`config.mk`:
```
export PLATFORM = sky130hd
export DESIGN_NAME = best_fit_segment_allocator_unit
export DESIGN_NICKNAME = d
export VERILOG_FILES = /design/src/hw/rtl/bfsa_pkg.sv /design/src/hw/rtl/bfsa_cell.sv /design/src/hw/rtl/best_fit_segment_allocator_unit.sv
export SDC_FILE = /design/constraint.sdc
export NUM_CORES = 2
export LEC_CHECK = 0
export BUFFER_PORTS_ARGS = -buffer_cell sky130_fd_sc_hd__buf_2
export CAP_MARGIN = 15
export CORE_MARGIN = 8
export CORE_UTILIZATION = 40
export DETAILED_ROUTE_END_ITERATION = 8
export PLACE_DENSITY = 0.65
export SYNTH_ARGS = -nofsm -noshare
export SYNTH_HDL_FRONTEND = slang
export SYNTH_HIERARCHICAL = 1
export SYNTH_SLANG_ARGS = --single-unit
```
`constraint.sdc`:
```
create_clock -name i_clk -period 51.3 [get_ports i_clk]
set_clock_uncertainty 0.1 [all_clocks]
set_input_delay 10.26 -clock i_clk [delete_from_list [all_inputs] [get_ports i_clk]]
set_output_delay 10.26 -clock i_clk [all_outputs]
set_load 0.03 [all_outputs]
```
`src/hw/rtl/bfsa_pkg.sv`:
```
// ----------------------------------------------------------------------------
// bfsa_pkg
// Shared widths, codes and types of the best-fit segment allocator.
// ----------------------------------------------------------------------------
package bfsa_pkg;

    localparam int ADDR_W  = 20;
    localparam int LEN_W   = 21;
    localparam int SIZE_W  = 20;
    localparam int CFG_W   = 21;
    localparam int ACT_W   = 2;
    localparam int ST_W    = 2;
    localparam int CIDX_W  = 2;

    localparam int DEF_ENTRIES = 64;

    localparam logic [LEN_W-1:0] GROW_RESET = 21'd2000;
    localparam logic [LEN_W-1:0] POOL_RESET = 21'd1048576;
    localparam logic [LEN_W-1:0] ADDR_SPAN  = 21'h100000;
    localparam logic [LEN_W-1:0] GROW_MAX   = 21'h1FFFF8;

    localparam logic [ACT_W-1:0] ACT_ALLOC   = 2'd0;
    localparam logic [ACT_W-1:0] ACT_FREE    = 2'd1;
    localparam logic [ACT_W-1:0] ACT_REALLOC = 2'd2;
    localparam logic [ACT_W-1:0] ACT_RSVD    = 2'd3;

    localparam logic [ST_W-1:0] ST_OK       = 2'd0;
    localparam logic [ST_W-1:0] ST_NO_MEM   = 2'd1;
    localparam logic [ST_W-1:0] ST_BAD_ADDR = 2'd2;
    localparam logic [ST_W-1:0] ST_FULL     = 2'd3;

    localparam logic [CIDX_W-1:0] CFG_GROW_CHUNK = 2'd0;
    localparam logic [CIDX_W-1:0] CFG_POOL_LIMIT = 2'd1;

    typedef struct packed {
        logic [ADDR_W-1:0] seg_start;
        logic [LEN_W-1:0]  seg_len;
        logic              seg_res;
    } t_seg;

    typedef enum logic [3:0] {
        S_IDLE,
        S_FIND_I,
        S_EV_I,
        S_FIND_NB,
        S_EV_NB,
        S_FIT,
        S_EV_FIT,
        S_MOD,
        S_DROP,
        S_NEXT,
        S_DONE
    } t_state;

endpackage

```
`src/hw/rtl/bfsa_cell.sv`:
```
// ----------------------------------------------------------------------------
// bfsa_cell
// One segment entry of the ring; takes its neighbor's entry on each shift.
// ----------------------------------------------------------------------------
module bfsa_cell import bfsa_pkg::*; (
    input  logic i_clk,
    input  logic i_shift,
    input  t_seg i_seg,
    output t_seg o_seg
);

    t_seg r_seg;

    always_ff @(posedge i_clk) begin
        if (i_shift) begin
            r_seg <= i_seg;
        end
    end

    assign o_seg = r_seg;

endmodule

```
`src/hw/rtl/best_fit_segment_allocator_unit.sv`:
```
// ----------------------------------------------------------------------------
// best_fit_segment_allocator_unit
// Each table pass rotates the cell ring once through all TABLE_ENTRIES cells.
// Busy is held across whole ring passes: allocate makes a fit and a write pass,
// free adds find, neighbor and drop passes, and a moving reallocate does both;
// one request at a time.
// The result strobe o_done lasts one cycle; the receiver cannot stall.
// Synchronous active-low reset empties the table and resets state, heap top and config.
// ----------------------------------------------------------------------------
module best_fit_segment_allocator_unit import bfsa_pkg::*; #(
    parameter int TABLE_ENTRIES = DEF_ENTRIES
) (
    input  logic              i_clk,
    input  logic              i_rst_n,
    input  logic              start,
    output logic              busy,
    input  logic [ACT_W-1:0]  i_action,
    input  logic [ADDR_W-1:0] i_block_address,
    input  logic [SIZE_W-1:0] i_request_size,
    output logic              o_done,
    output logic [ADDR_W-1:0] o_result_address,
    output logic [ST_W-1:0]   o_status,
    output logic              o_moved,
    output logic [LEN_W-1:0]  o_old_length,
    input  logic              i_cfg_valid,
    output logic              o_cfg_ready,
    input  logic [CIDX_W-1:0] i_cfg_index,
    input  logic [CFG_W-1:0]  i_cfg_data
);

    localparam int IDX_W = $clog2(TABLE_ENTRIES);
    localparam int CNT_W = $clog2(TABLE_ENTRIES + 1);
    localparam logic [IDX_W-1:0] LAST_J = IDX_W'(TABLE_ENTRIES - 1);
    localparam logic [CNT_W:0]   ENT_C  = (CNT_W + 1)'(TABLE_ENTRIES);

    t_state r_state, n_state;
    logic [IDX_W-1:0] r_j, n_j;
    logic [CNT_W-1:0] r_count, n_count;
    logic [LEN_W-1:0] r_heap_top, n_heap_top;
    logic [LEN_W-1:0] r_grow, n_grow;
    logic [LEN_W-1:0] r_pool, n_pool;

    logic [ACT_W-1:0]  r_act, n_act;
    logic [ADDR_W-1:0] r_addr, n_addr;
    logic [LEN_W-1:0]  r_rsize, n_rsize;

    logic              r_fi, n_fi, r_ri, n_ri;
    logic [IDX_W-1:0]  r_i, n_i;
    logic [ADDR_W-1:0] r_si, n_si;
    logic [LEN_W-1:0]  r_li, n_li;
    logic              r_fn, n_fn, r_rn, n_rn;
    logic [IDX_W-1:0]  r_n, n_n;
    logic [LEN_W-1:0]  r_ln, n_ln;
    logic              r_fp, n_fp, r_rp, n_rp;
    logic [IDX_W-1:0]  r_p, n_p;
    logic [ADDR_W-1:0] r_sp, n_sp;
    logic [LEN_W-1:0]  r_lp, n_lp;
    logic              r_fb, n_fb;
    logic [IDX_W-1:0]  r_b, n_b;
    logic [ADDR_W-1:0] r_sb, n_sb;
    logic [LEN_W-1:0]  r_lb, n_lb;
    logic [LEN_W-1:0]  r_slk, n_slk;

    logic              r_wa_v, n_wa_v, r_wb_v, n_wb_v;
    logic [IDX_W-1:0]  r_wa_i, n_wa_i, r_wb_i, n_wb_i;
    t_seg              r_wa, n_wa, r_wb, n_wb;
    logic              r_da_v, n_da_v, r_db_v, n_db_v;
    logic [IDX_W-1:0]  r_da, n_da, r_db, n_db;
    logic              r_ap_v, n_ap_v;
    t_seg              r_ap, n_ap;
    logic              r_moving, n_moving, r_releasing, n_releasing;

    logic [ST_W-1:0]   r_st, n_st;
    logic [ADDR_W-1:0] r_res_addr, n_res_addr;
    logic              r_moved, n_moved;
    logic [LEN_W-1:0]  r_old_len, n_old_len;

    t_seg w_cell_q [TABLE_ENTRIES];
    t_seg w_cell_d [TABLE_ENTRIES];
    t_seg w_head, w_next, w_tail;
    logic w_shift, w_hv, w_last;

    logic [LEN_W-1:0] w_end_i, w_head_end, w_slack, w_grow_amt, w_limit, w_newli;
    logic [LEN_W:0]   w_top_sum, w_sum_l, w_cfg_g;
    logic [CNT_W:0]   w_cnt_f, w_cnt_g;
    logic             w_need_f, w_split_g, w_inplace, w_mn, w_mp;

    // ring of cells
    genvar k;
    generate
        for (k = 0; k < TABLE_ENTRIES; k++) begin : g_cell
            if (k == TABLE_ENTRIES - 1) begin : g_tail
                assign w_cell_d[k] = w_tail;
            end else begin : g_mid
                assign w_cell_d[k] = w_cell_q[k+1];
            end
            bfsa_cell u_cell (
                .i_clk   (i_clk),
                .i_shift (w_shift),
                .i_seg   (w_cell_d[k]),
                .o_seg   (w_cell_q[k])
            );
        end
    endgenerate

    assign w_head = w_cell_q[0];
    assign w_next = w_cell_q[1];
    assign w_hv   = CNT_W'(r_j) < r_count;
    assign w_last = (r_j == LAST_J);
    assign w_shift = (r_state == S_FIND_I) || (r_state == S_FIND_NB) || (r_state == S_FIT)
                  || (r_state == S_MOD) || (r_state == S_DROP);

    always_comb begin
        w_tail = w_head;
        case (r_state)
            S_MOD: begin
                if (r_wa_v && r_j == r_wa_i) begin
                    w_tail = r_wa;
                end else if (r_wb_v && r_j == r_wb_i) begin
                    w_tail = r_wb;
                end
            end
            S_DROP: begin
                if (r_j >= r_da) begin
                    w_tail = w_next;
                end
            end
            default: w_tail = w_head;
        endcase
    end

    assign w_end_i    = {1'b0, r_si} + r_li;
    assign w_head_end = {1'b0, w_head.seg_start} + w_head.seg_len;
    assign w_slack    = w_head.seg_len - r_rsize;
    assign w_need_f   = (r_slk != '0);
    assign w_grow_amt = (r_grow > r_rsize) ? r_grow : r_rsize;
    assign w_split_g  = (r_grow > r_rsize);
    assign w_limit    = (r_pool < ADDR_SPAN) ? r_pool : ADDR_SPAN;
    assign w_top_sum  = {1'b0, r_heap_top} + {1'b0, w_grow_amt};
    assign w_cnt_f    = {1'b0, r_count} + {{CNT_W{1'b0}}, w_need_f};
    assign w_cnt_g    = {1'b0, r_count} + (CNT_W + 1)'(1) + {{CNT_W{1'b0}}, w_split_g};
    assign w_sum_l    = {1'b0, r_li} + {1'b0, r_ln};
    assign w_inplace  = r_fn && !r_rn && (w_sum_l >= {1'b0, r_rsize});
    assign w_mn       = r_fn && !r_rn;
    assign w_mp       = r_fp && !r_rp;
    assign w_newli    = r_li + (w_mn ? r_ln : '0);
    assign w_cfg_g    = ({1'b0, i_cfg_data} + (LEN_W + 1)'(8)) & ~(LEN_W + 1)'(7);

    always_comb begin
        n_state = r_state;   n_j = r_j;         n_count = r_count;
        n_heap_top = r_heap_top; n_grow = r_grow; n_pool = r_pool;
        n_act = r_act;       n_addr = r_addr;   n_rsize = r_rsize;
        n_fi = r_fi; n_ri = r_ri; n_i = r_i; n_si = r_si; n_li = r_li;
        n_fn = r_fn; n_rn = r_rn; n_n = r_n; n_ln = r_ln;
        n_fp = r_fp; n_rp = r_rp; n_p = r_p; n_sp = r_sp; n_lp = r_lp;
        n_fb = r_fb; n_b = r_b; n_sb = r_sb; n_lb = r_lb; n_slk = r_slk;
        n_wa_v = r_wa_v; n_wa_i = r_wa_i; n_wa = r_wa;
        n_wb_v = r_wb_v; n_wb_i = r_wb_i; n_wb = r_wb;
        n_da_v = r_da_v; n_da = r_da; n_db_v = r_db_v; n_db = r_db;
        n_ap_v = r_ap_v; n_ap = r_ap;
        n_moving = r_moving; n_releasing = r_releasing;
        n_st = r_st; n_res_addr = r_res_addr; n_moved = r_moved; n_old_len = r_old_len;

        if (i_cfg_valid && o_cfg_ready) begin
            if (i_cfg_index == CFG_GROW_CHUNK) begin
                n_grow = (w_cfg_g > {1'b0, GROW_MAX}) ? GROW_MAX : w_cfg_g[LEN_W-1:0];
            end else if (i_cfg_index == CFG_POOL_LIMIT) begin
                n_pool = i_cfg_data;
            end
        end

        case (r_state)
            S_IDLE: begin
                if (start) begin
                    n_act = i_action;
                    n_addr = i_block_address;
                    n_rsize = {1'b0, i_request_size & ~SIZE_W'(3)} + LEN_W'(4);
                    n_st = ST_OK; n_res_addr = '0; n_moved = 1'b0; n_old_len = '0;
                    n_moving = 1'b0; n_releasing = 1'b0;
                    n_da_v = 1'b0; n_db_v = 1'b0; n_ap_v = 1'b0;
                    n_wa_v = 1'b0; n_wb_v = 1'b0;
                    n_fi = 1'b0; n_fb = 1'b0; n_j = '0;
                    case (i_action)
                        ACT_ALLOC:   n_state = S_FIT;
                        ACT_FREE:    n_state = S_FIND_I;
                        ACT_REALLOC: n_state = S_FIND_I;
                        default:     n_state = S_DONE;
                    endcase
                end
            end
            S_FIND_I: begin
                if (w_hv && !r_fi && w_head.seg_start == r_addr) begin
                    n_fi = 1'b1; n_i = r_j; n_si = w_head.seg_start;
                    n_li = w_head.seg_len; n_ri = w_head.seg_res;
                end
                n_j = w_last ? '0 : r_j + IDX_W'(1);
                if (w_last) n_state = S_EV_I;
            end
            S_EV_I: begin
                if (!r_fi || !r_ri) begin
                    n_st = ST_BAD_ADDR;
                    n_state = S_DONE;
                end else begin
                    n_fn = 1'b0; n_fp = 1'b0;
                    n_state = S_FIND_NB;
                end
            end
            S_FIND_NB: begin
                if (w_hv && !r_fn && {1'b0, w_head.seg_start} == w_end_i) begin
                    n_fn = 1'b1; n_n = r_j; n_ln = w_head.seg_len; n_rn = w_head.seg_res;
                end
                if (w_hv && !r_fp && w_head_end == {1'b0, r_si}) begin
                    n_fp = 1'b1; n_p = r_j; n_sp = w_head.seg_start;
                    n_lp = w_head.seg_len; n_rp = w_head.seg_res;
                end
                n_j = w_last ? '0 : r_j + IDX_W'(1);
                if (w_last) n_state = S_EV_NB;
            end
            S_EV_NB: begin
                if (r_act == ACT_REALLOC && !r_releasing) begin
                    if (w_inplace) begin
                        n_wa_v = 1'b1; n_wa_i = r_i;
                        n_wa = '{seg_start: r_si,
                                 seg_len: (w_sum_l > {1'b0, r_rsize}) ? r_rsize
                                                                       : w_sum_l[LEN_W-1:0],
                                 seg_res: 1'b1};
                        n_da_v = 1'b1; n_da = r_n;
                        n_count = r_count - CNT_W'(1);
                        n_ap_v = (w_sum_l > {1'b0, r_rsize});
                        n_ap = '{seg_start: r_si + r_rsize[ADDR_W-1:0],
                                 seg_len: w_sum_l[LEN_W-1:0] - r_rsize,
                                 seg_res: 1'b0};
                        n_res_addr = r_si;
                        n_state = S_MOD;
                    end else begin
                        n_moving = 1'b1;
                        n_fb = 1'b0;
                        n_state = S_FIT;
                    end
                end else begin
                    n_wa_v = 1'b1;
                    if (w_mp) begin
                        n_wa_i = r_p;
                        n_wa = '{seg_start: r_sp, seg_len: r_lp + w_newli, seg_res: 1'b0};
                    end else begin
                        n_wa_i = r_i;
                        n_wa = '{seg_start: r_si, seg_len: w_newli, seg_res: 1'b0};
                    end
                    if (w_mn && w_mp) begin
                        n_da_v = 1'b1; n_db_v = 1'b1;
                        n_da = (r_n > r_i) ? r_n : r_i;
                        n_db = (r_n > r_i) ? r_i : r_n;
                        n_count = r_count - CNT_W'(2);
                    end else if (w_mn) begin
                        n_da_v = 1'b1; n_da = r_n;
                        n_count = r_count - CNT_W'(1);
                    end else if (w_mp) begin
                        n_da_v = 1'b1; n_da = r_i;
                        n_count = r_count - CNT_W'(1);
                    end
                    n_state = S_MOD;
                end
            end
            S_FIT: begin
                if (w_hv && !w_head.seg_res && w_head.seg_len >= r_rsize
                    && (!r_fb || w_slack < r_slk)) begin
                    n_fb = 1'b1; n_b = r_j; n_sb = w_head.seg_start;
                    n_lb = w_head.seg_len; n_slk = w_slack;
                end
                n_j = w_last ? '0 : r_j + IDX_W'(1);
                if (w_last) n_state = S_EV_FIT;
            end
            S_EV_FIT: begin
                if (r_fb) begin
                    if (w_cnt_f > ENT_C) begin
                        n_st = ST_FULL; n_state = S_DONE;
                    end else begin
                        n_wa_v = 1'b1; n_wa_i = r_b;
                        n_wa = '{seg_start: r_sb, seg_len: w_need_f ? r_rsize : r_lb,
                                 seg_res: 1'b1};
                        n_wb_v = w_need_f; n_wb_i = r_count[IDX_W-1:0];
                        n_wb = '{seg_start: r_sb + r_rsize[ADDR_W-1:0], seg_len: r_slk,
                                 seg_res: 1'b0};
                        n_count = w_cnt_f[CNT_W-1:0];
                        n_res_addr = r_sb;
                        n_state = S_MOD;
                    end
                end else if (w_top_sum > {1'b0, w_limit}) begin
                    n_st = ST_NO_MEM; n_state = S_DONE;
                end else if (w_cnt_g > ENT_C) begin
                    n_st = ST_FULL; n_state = S_DONE;
                end else begin
                    n_wa_v = 1'b1; n_wa_i = r_count[IDX_W-1:0];
                    n_wa = '{seg_start: r_heap_top[ADDR_W-1:0], seg_len: r_rsize, seg_res: 1'b1};
                    n_wb_v = w_split_g; n_wb_i = r_count[IDX_W-1:0] + IDX_W'(1);
                    n_wb = '{seg_start: r_heap_top[ADDR_W-1:0] + r_rsize[ADDR_W-1:0],
                             seg_len: w_grow_amt - r_rsize, seg_res: 1'b0};
                    n_heap_top = w_top_sum[LEN_W-1:0];
                    n_count = w_cnt_g[CNT_W-1:0];
                    n_res_addr = r_heap_top[ADDR_W-1:0];
                    n_state = S_MOD;
                end
                if (r_moving && n_state == S_MOD) begin
                    n_moved = 1'b1;
                    n_old_len = (r_li < r_rsize) ? r_li : r_rsize;
                end
            end
            S_MOD: begin
                n_j = w_last ? '0 : r_j + IDX_W'(1);
                if (w_last) begin
                    n_wa_v = 1'b0; n_wb_v = 1'b0;
                    n_state = S_NEXT;
                end
            end
            S_DROP: begin
                n_j = w_last ? '0 : r_j + IDX_W'(1);
                if (w_last) begin
                    if (r_db_v) begin
                        n_da = r_db; n_db_v = 1'b0;
                    end else begin
                        n_da_v = 1'b0;
                    end
                    n_state = S_NEXT;
                end
            end
            S_NEXT: begin
                if (r_da_v) begin
                    n_state = S_DROP;
                end else if (r_ap_v) begin
                    n_wa_v = 1'b1; n_wa_i = r_count[IDX_W-1:0]; n_wa = r_ap;
                    n_count = r_count + CNT_W'(1);
                    n_ap_v = 1'b0;
                    n_state = S_MOD;
                end else if (r_moving && !r_releasing) begin
                    n_releasing = 1'b1;
                    n_fn = 1'b0; n_fp = 1'b0;
                    n_state = S_FIND_NB;
                end else begin
                    n_state = S_DONE;
                end
            end
            S_DONE: n_state = S_IDLE;
            default: n_state = S_IDLE;
        endcase
    end

    always_ff @(posedge i_clk) begin
        if (!i_rst_n) begin
            r_state <= S_IDLE; r_j <= '0; r_count <= '0; r_heap_top <= '0;
            r_grow <= GROW_RESET; r_pool <= POOL_RESET;
            r_wa_v <= 1'b0; r_wb_v <= 1'b0; r_da_v <= 1'b0; r_db_v <= 1'b0;
            r_ap_v <= 1'b0; r_moving <= 1'b0; r_releasing <= 1'b0;
        end else begin
            r_state <= n_state; r_j <= n_j; r_count <= n_count; r_heap_top <= n_heap_top;
            r_grow <= n_grow; r_pool <= n_pool;
            r_wa_v <= n_wa_v; r_wb_v <= n_wb_v; r_da_v <= n_da_v; r_db_v <= n_db_v;
            r_ap_v <= n_ap_v; r_moving <= n_moving; r_releasing <= n_releasing;
        end
    end

    always_ff @(posedge i_clk) begin
        r_act <= n_act; r_addr <= n_addr; r_rsize <= n_rsize;
        r_fi <= n_fi; r_ri <= n_ri; r_i <= n_i; r_si <= n_si; r_li <= n_li;
        r_fn <= n_fn; r_rn <= n_rn; r_n <= n_n; r_ln <= n_ln;
        r_fp <= n_fp; r_rp <= n_rp; r_p <= n_p; r_sp <= n_sp; r_lp <= n_lp;
        r_fb <= n_fb; r_b <= n_b; r_sb <= n_sb; r_lb <= n_lb; r_slk <= n_slk;
        r_wa_i <= n_wa_i; r_wa <= n_wa; r_wb_i <= n_wb_i; r_wb <= n_wb;
        r_da <= n_da; r_db <= n_db; r_ap <= n_ap;
        r_st <= n_st; r_res_addr <= n_res_addr; r_moved <= n_moved; r_old_len <= n_old_len;
    end

    assign busy             = (r_state != S_IDLE);
    assign o_cfg_ready      = !busy;
    assign o_done           = (r_state == S_DONE);
    assign o_result_address = r_res_addr;
    assign o_status         = r_st;
    assign o_moved          = r_moved;
    assign o_old_length     = r_old_len;

    a_done_busy: assert property (@(posedge i_clk) disable iff (!i_rst_n)
        o_done |-> busy)
        else $error("result strobe outside a transaction");

    a_accept_busy: assert property (@(posedge i_clk) disable iff (!i_rst_n)
        (start && !busy) |=> busy)
        else $error("accepted transaction not started");

    a_count_max: assert property (@(posedge i_clk) disable iff (!i_rst_n)
        (r_count <= CNT_W'(TABLE_ENTRIES)))
        else $error("segment count beyond table size");

    a_top_max: assert property (@(posedge i_clk) disable iff (!i_rst_n)
        (r_heap_top <= ADDR_SPAN))
        else $error("heap top beyond address span");

endmodule
```
# Yosys cells after proc, flatten, opt, wreduce, memory -nomap -nowiden
# Index checks and enable logic that the tools add are counted.
dict set report totals {
  word_cells 581
  reg_bits 3207
  inputBits 69
}
dict set report classes {
  eq_ne 56
  reduce_logical 88
  addsub 22
  magnitude_cmp 14
  bitwise 5
  mux 153
}
# cell n
set op_table {}
lappend op_table {{2-to-1 mux 42 bit} 16}
lappend op_table {{2-to-1 mux 21 bit} 9}
lappend op_table {{2-to-1 mux 6 bit} 24}
lappend op_table {{2-to-1 mux 20 bit} 7}
lappend op_table {{case mux 42 bit (3 select lines)} 1}
lappend op_table {{case mux 42 bit (2 select lines)} 1}
lappend op_table {{2-to-1 mux 7 bit} 11}
lappend op_table {{subtractor 21 bit} 3}
lappend op_table {{adder 20 bit} 3}
lappend op_table {{2-to-1 mux 4 bit} 15}
lappend op_table {{case mux 20 bit (3 select lines)} 1}
lappend op_table {{inequality test 2 bit, second input constant} 23}
lappend op_table {{adder 21 x 21 -> 22 bit} 2}
lappend op_table {{> comparator 22 x 21 -> 1 bit} 2}
lappend op_table {{adder 20 x 21 -> 21 bit} 2}
lappend op_table {{adder 21 bit} 2}
lappend op_table {{< comparator 21 bit} 2}
lappend op_table {{case mux 21 bit (2 select lines)} 1}
lappend op_table {{2-to-1 mux 1 bit} 41}
lappend op_table {{case mux 4 bit (9 select lines)} 1}
lappend op_table {{AND reduction 5 bit} 7}
lappend op_table {{case mux 6 bit (2 select lines)} 2}
lappend op_table {{AND reduction 6 bit} 4}
lappend op_table {{nonzero test 3 bit} 8}
lappend op_table {{59 further kinds} 150}

# Depth between registers and ports, before layout
dict set report logic_depth {
  depth_word 11
  ltp_mapped 33
  ltp_nobuf 31
}

# By module
# The synthesis kept the hierarchy.
# module area_per_inst_um2 cells_per_inst n_inst
set modules_own_cells {}
lappend modules_own_cells {bfsa_cell 1261.2 42 64}
lappend modules_own_cells {best_fit_segment_allocator_unit 35238.8 3570 1}

# Least setup slack after synthesis
# Ideal clock, no wire load.
dict set report synth_timing {
  kind {register to register}
  from {register r_state[0]}
  to {register g_cell[0].u_cell.r_seg (netlist bit g_cell[0].u_cell/o_seg[0]), enable pin}
  path_stages_with_launch 6
  synth_period_minus_slack_ns 55.766
  arrival_ns 52.686
  path_slack_ns -4.466
  path_buffers 2
  path_cell_list {dfxtp_1 > clkbuf_1 > nor3_1 > a21oi_1 > clkbuf_1 > inv_1}
}
dict set report synth_between {
  elab_chain_cells 5
}
# item line_no
set synth_rtl {}
lappend synth_rtl {{from (decl)} best_fit_segment_allocator_unit.sv:36} ;# t_state r_state, n_state;
lappend synth_rtl {{from (signal assigned)} best_fit_segment_allocator_unit.sv:354} ;# r_state <= n_state; r_j <= n_j; r_count <= n_count; r_heap_top <= n_heap_top;
lappend synth_rtl {{== test 4 x 1 -> 1 bit or == test 4 x 2 -> 1 bit (tied branches)} best_fit_segment_allocator_unit.sv:110} ;# assign w_shift = (r_state == S_FIND_I) || (r_state == S_FIND_NB) || (r_state == S_FIT)
lappend synth_rtl {{logical OR 1 bit (2 in a row)} best_fit_segment_allocator_unit.sv:110}
lappend synth_rtl {{logical OR 1 bit} best_fit_segment_allocator_unit.sv:111} ;# || (r_state == S_MOD) || (r_state == S_DROP);
lappend synth_rtl {{logical OR 1 bit *} best_fit_segment_allocator_unit.sv:111}
lappend synth_rtl {{net w_shift} best_fit_segment_allocator_unit.sv:81} ;# logic w_shift, w_hv, w_last;
lappend synth_rtl {{to (signal assigned)} bfsa_cell.sv:16} ;# r_seg <= i_seg;
lappend synth_rtl {{to (decl)} bfsa_cell.sv:12} ;# t_seg r_seg;
# The timed path passes the listed nets; every way through them passes the cells marked *.
# A chain may end at the register's enable or synchronous reset.

# Final worst setup path
dict set report layout_timing {
  from {register r_state[2]}
  to {output o_cfg_ready}
}
dict set report layout_between {
  elab_chain_cells 2
}
# item line_no
set layout_rtl {}
lappend layout_rtl {{nonzero test 4 bit} best_fit_segment_allocator_unit.sv:372} ;# assign busy = (r_state != S_IDLE);
lappend layout_rtl {{zero test 1 bit} best_fit_segment_allocator_unit.sv:373} ;# assign o_cfg_ready = !busy;
lappend layout_rtl {{to (decl)} best_fit_segment_allocator_unit.sv:26} ;# output logic o_cfg_ready,
# Every way passes these cells.

==> reports/summary.txt <==
run status: finished clean
Nets: 7057
CP top delay family: simple AND/OR/NAND/NOR gates
Synth area leaders: edfxtp_1 (81%), ha_1 (3.4%), dfxtp_1 (1.4%)
Int Power: 6.41 mW
register area share after synthesis: 82.1%
count leader, synth: edfxtp_1
RSZ-0062 raised after global routing: false
CTS Hold Bufs: 0
slowest stage cell on the critical path: dfxtp_1
net switching power: 2.59 mW
EDFF count, synth: 3115
max-slew violations: 0
largest net degree at the start of global routing: 236
routed len/inst: 22.7 um
initial antenna violation count: 21
Hold Path Depth: 0
Routed Antenna Nets: 0
Max Cap Viol: 0
Post-CTS Setup Repair Bufs: 0
Worst VDD drop: 75.5 uV
Worst EP arrival: 2.88 ns
grt ovf: 0
syn nets: 6652
Routed WL: 243 mm
first-pass GRT wire length: 357 mm
max layer used: met5
Ports: 116
Starting Density: 40.2%
# setup viols final: 0
layout cells sized above 1: 11.2%
Tmin final: 13.24 ns
critical path launch point type: flip-flop
gr usage total: 15.3%
Post-DP Area: 0.122 mm^2
crit share post-route: 25.8%
Worst path depth: 4
Final Hold Fails: 0
Comb pwr share: 18.2%
total negative slack: 0 ns
Primary FF master, synth: edfxtp_1
width of the die: 554 um
Worst Path Buf+Inv: 2
Placement Setup Slack: 38.38 ns
critical path class: flip-flop to output pin
count of cell types in the netlist: 87
largest area contributor in the netlist: edfxtp_1
Vias: 56009
R2R depth: 30
RD Place Congestion: 0.906
met3 wire length: 15.4 mm
WL met2: 105 mm
Clock Power Share: 25.3%
Tightest Pin Transition: 1.21 ns
Rel. slew slack: 17.2%
f_max: 75.5 MHz
HPWL Detailed: 153 mm
Clock Pin Slew Worst Setup and Hold Paths: 0.06 ns
Mean Syn Cell Area: 18.5 um^2
TritonCTS Buffers: 315
worst-path fanout max: 18
Post-Syn Instances: 6258
slack of the critical path: 38.06 ns
sequential power share: 56.5%
# clock sinks: 3197
Routed met1 length: 113 mm
standby leakage power: 44.3 nW
mapped cell area: 0.116 mm^2
CP Capture Type: output pin
chip height: 554 um
Area Overhead vs Synth: 13.9%
CTS Root Cell: clkbuf_16
Syn. warnings: 6
worst endpoint required time: 40.94 ns
H-Tree Depth: 5
CORE AREA: 0.288 mm^2
Power Density: 68.1 mW/mm^2
I/O Buffers: 113
Site Rows: 197
TritonCTS clock tree: built
switch share: 28.8%
1st-iter DRT viols: 5709
DRC viols: 0
First-pass DRT Iterations: 8
die area: 0.307 mm^2
Hold WC Path Type: flip-flop to flip-flop
top cell type's share of synthesized area: 80.7%
number of global-route vias before repair: 54189
later-pin clock latency in the skew report: 0.91 ns
slowest stage delay, CP: 0.54 ns
Post-synth ARST share: 0%
Commonest cells post-synth: edfxtp_1 (3115), ha_1 (314), nor2_1 (306)
Post-Layout Inst Area: 0.132 mm^2
vias per inst: 5.23
crit-path cells: nor2_1 -> nand2_1 -> inv_1 -> buf_2
total power: 9.00 mW
Yosys reg bits: 3197
clock tree buffer depth: 4
post-cts sizing count: 0
## layout by cell type, fill, tap and decap left out, types with 82 or more instances in the layout
cell type	instances
edfxtp_1	3115
mux2i_1	105
o21ai_0	166
a211oi_1	88
buf_2	113
ha_1	314
xnor2_1	176
dfxtp_1	82
a21oi_1	276
inv_1	144
clkbuf_16	317
buf_4	100
nand2_1	299
nor2_1	297
## power groups by stage
| stage | logic [mW] | registers (mW) | clock network, mW |
|---|---|---|---|
| after floorplan | 1.03 | 6.74 | 0 |
| after global placement | 1.60 | 5.10 | 0 |
| after detailed placement | 1.64 | 5.10 | 0 |
| after CTS | 1.64 | 5.11 | 2.35 |
| after global routing | 1.78 | 5.21 | 2.44 |
| final | 1.64 | 5.09 | 2.28 |
## worst paths after layout
path / start / to / slack [ns]
min: g_cell[52].u_cell/o_seg[2]$_DFFE_PP_ / g_cell[51].u_cell/o_seg[2]$_DFFE_PP_ / 0.29
min reg2reg: g_cell[52].u_cell/o_seg[2]$_DFFE_PP_ / g_cell[51].u_cell/o_seg[2]$_DFFE_PP_ / 0.29
max: r_state[2]$_SDFFE_PN0P_ / o_cfg_ready / 38.06
max reg2reg: r_rsize[16]$_DFFE_PP_ / r_wa[22]$_DFFE_PP_ / 40.40
## cell type report
| type | count | area [um^2] |
|---|---|---|
| clock buffers | 371 | 8160 |
| multi-input cells | 2781 | 19800 |
| fillers | 24055 | 156000 |
| clock inverters | 201 | 2140 |
| inverters | 148 | 559 |
| diodes | 6 | 15.0 |
| flip-flops and latches | 3197 | 95200 |
| repair buffers | 220 | 1460 |
| well taps | 3781 | 4730 |
## cell families (layout without fill, tap and decap cells)
| family | Yosys count | in the layout | synth area share [%] |
|---|---|---|---|
| compound gates | 979 | 979 | 5.68 |
| simple gates | 1071 | 1071 | 4.43 |
| xor+xnor | 253 | 253 | 1.91 |
| fa+ha+maj | 325 | 325 | 3.58 |
| flops | 3197 | 3197 | 82.1 |
| other cells | 0 | 6 | 0 |
| mux | 153 | 153 | 1.39 |
| buf+inv | 280 | 940 | 0.921 |
## stage by stage
step	util [%]	hold slack, ns	std cells
floorplan	-	0.300	6258
global placement	42.2	0.301	10123
detailed placement	42.2	0.305	10123
CTS	45.8	0.297	10695
global route	45.8	0.296	10703
finish	45.8	0.293	10705
## registers in the layout (all words and copies together) (netlist names), 41 cells and up
register,count
g_cell.u_cell/o_seg,2688
r_ap,41
r_wa,42
r_wb,41
## layer usage
metal / GRT usage [%] / vias to the layer above
li1: - / 25360
met1: 22.6 / 28538
met2: 22.4 / 1657
met3: 2.81 / 452
met4: 6.16 / 2
met5: 0 / -
Power figures use the tool's default switching activity.
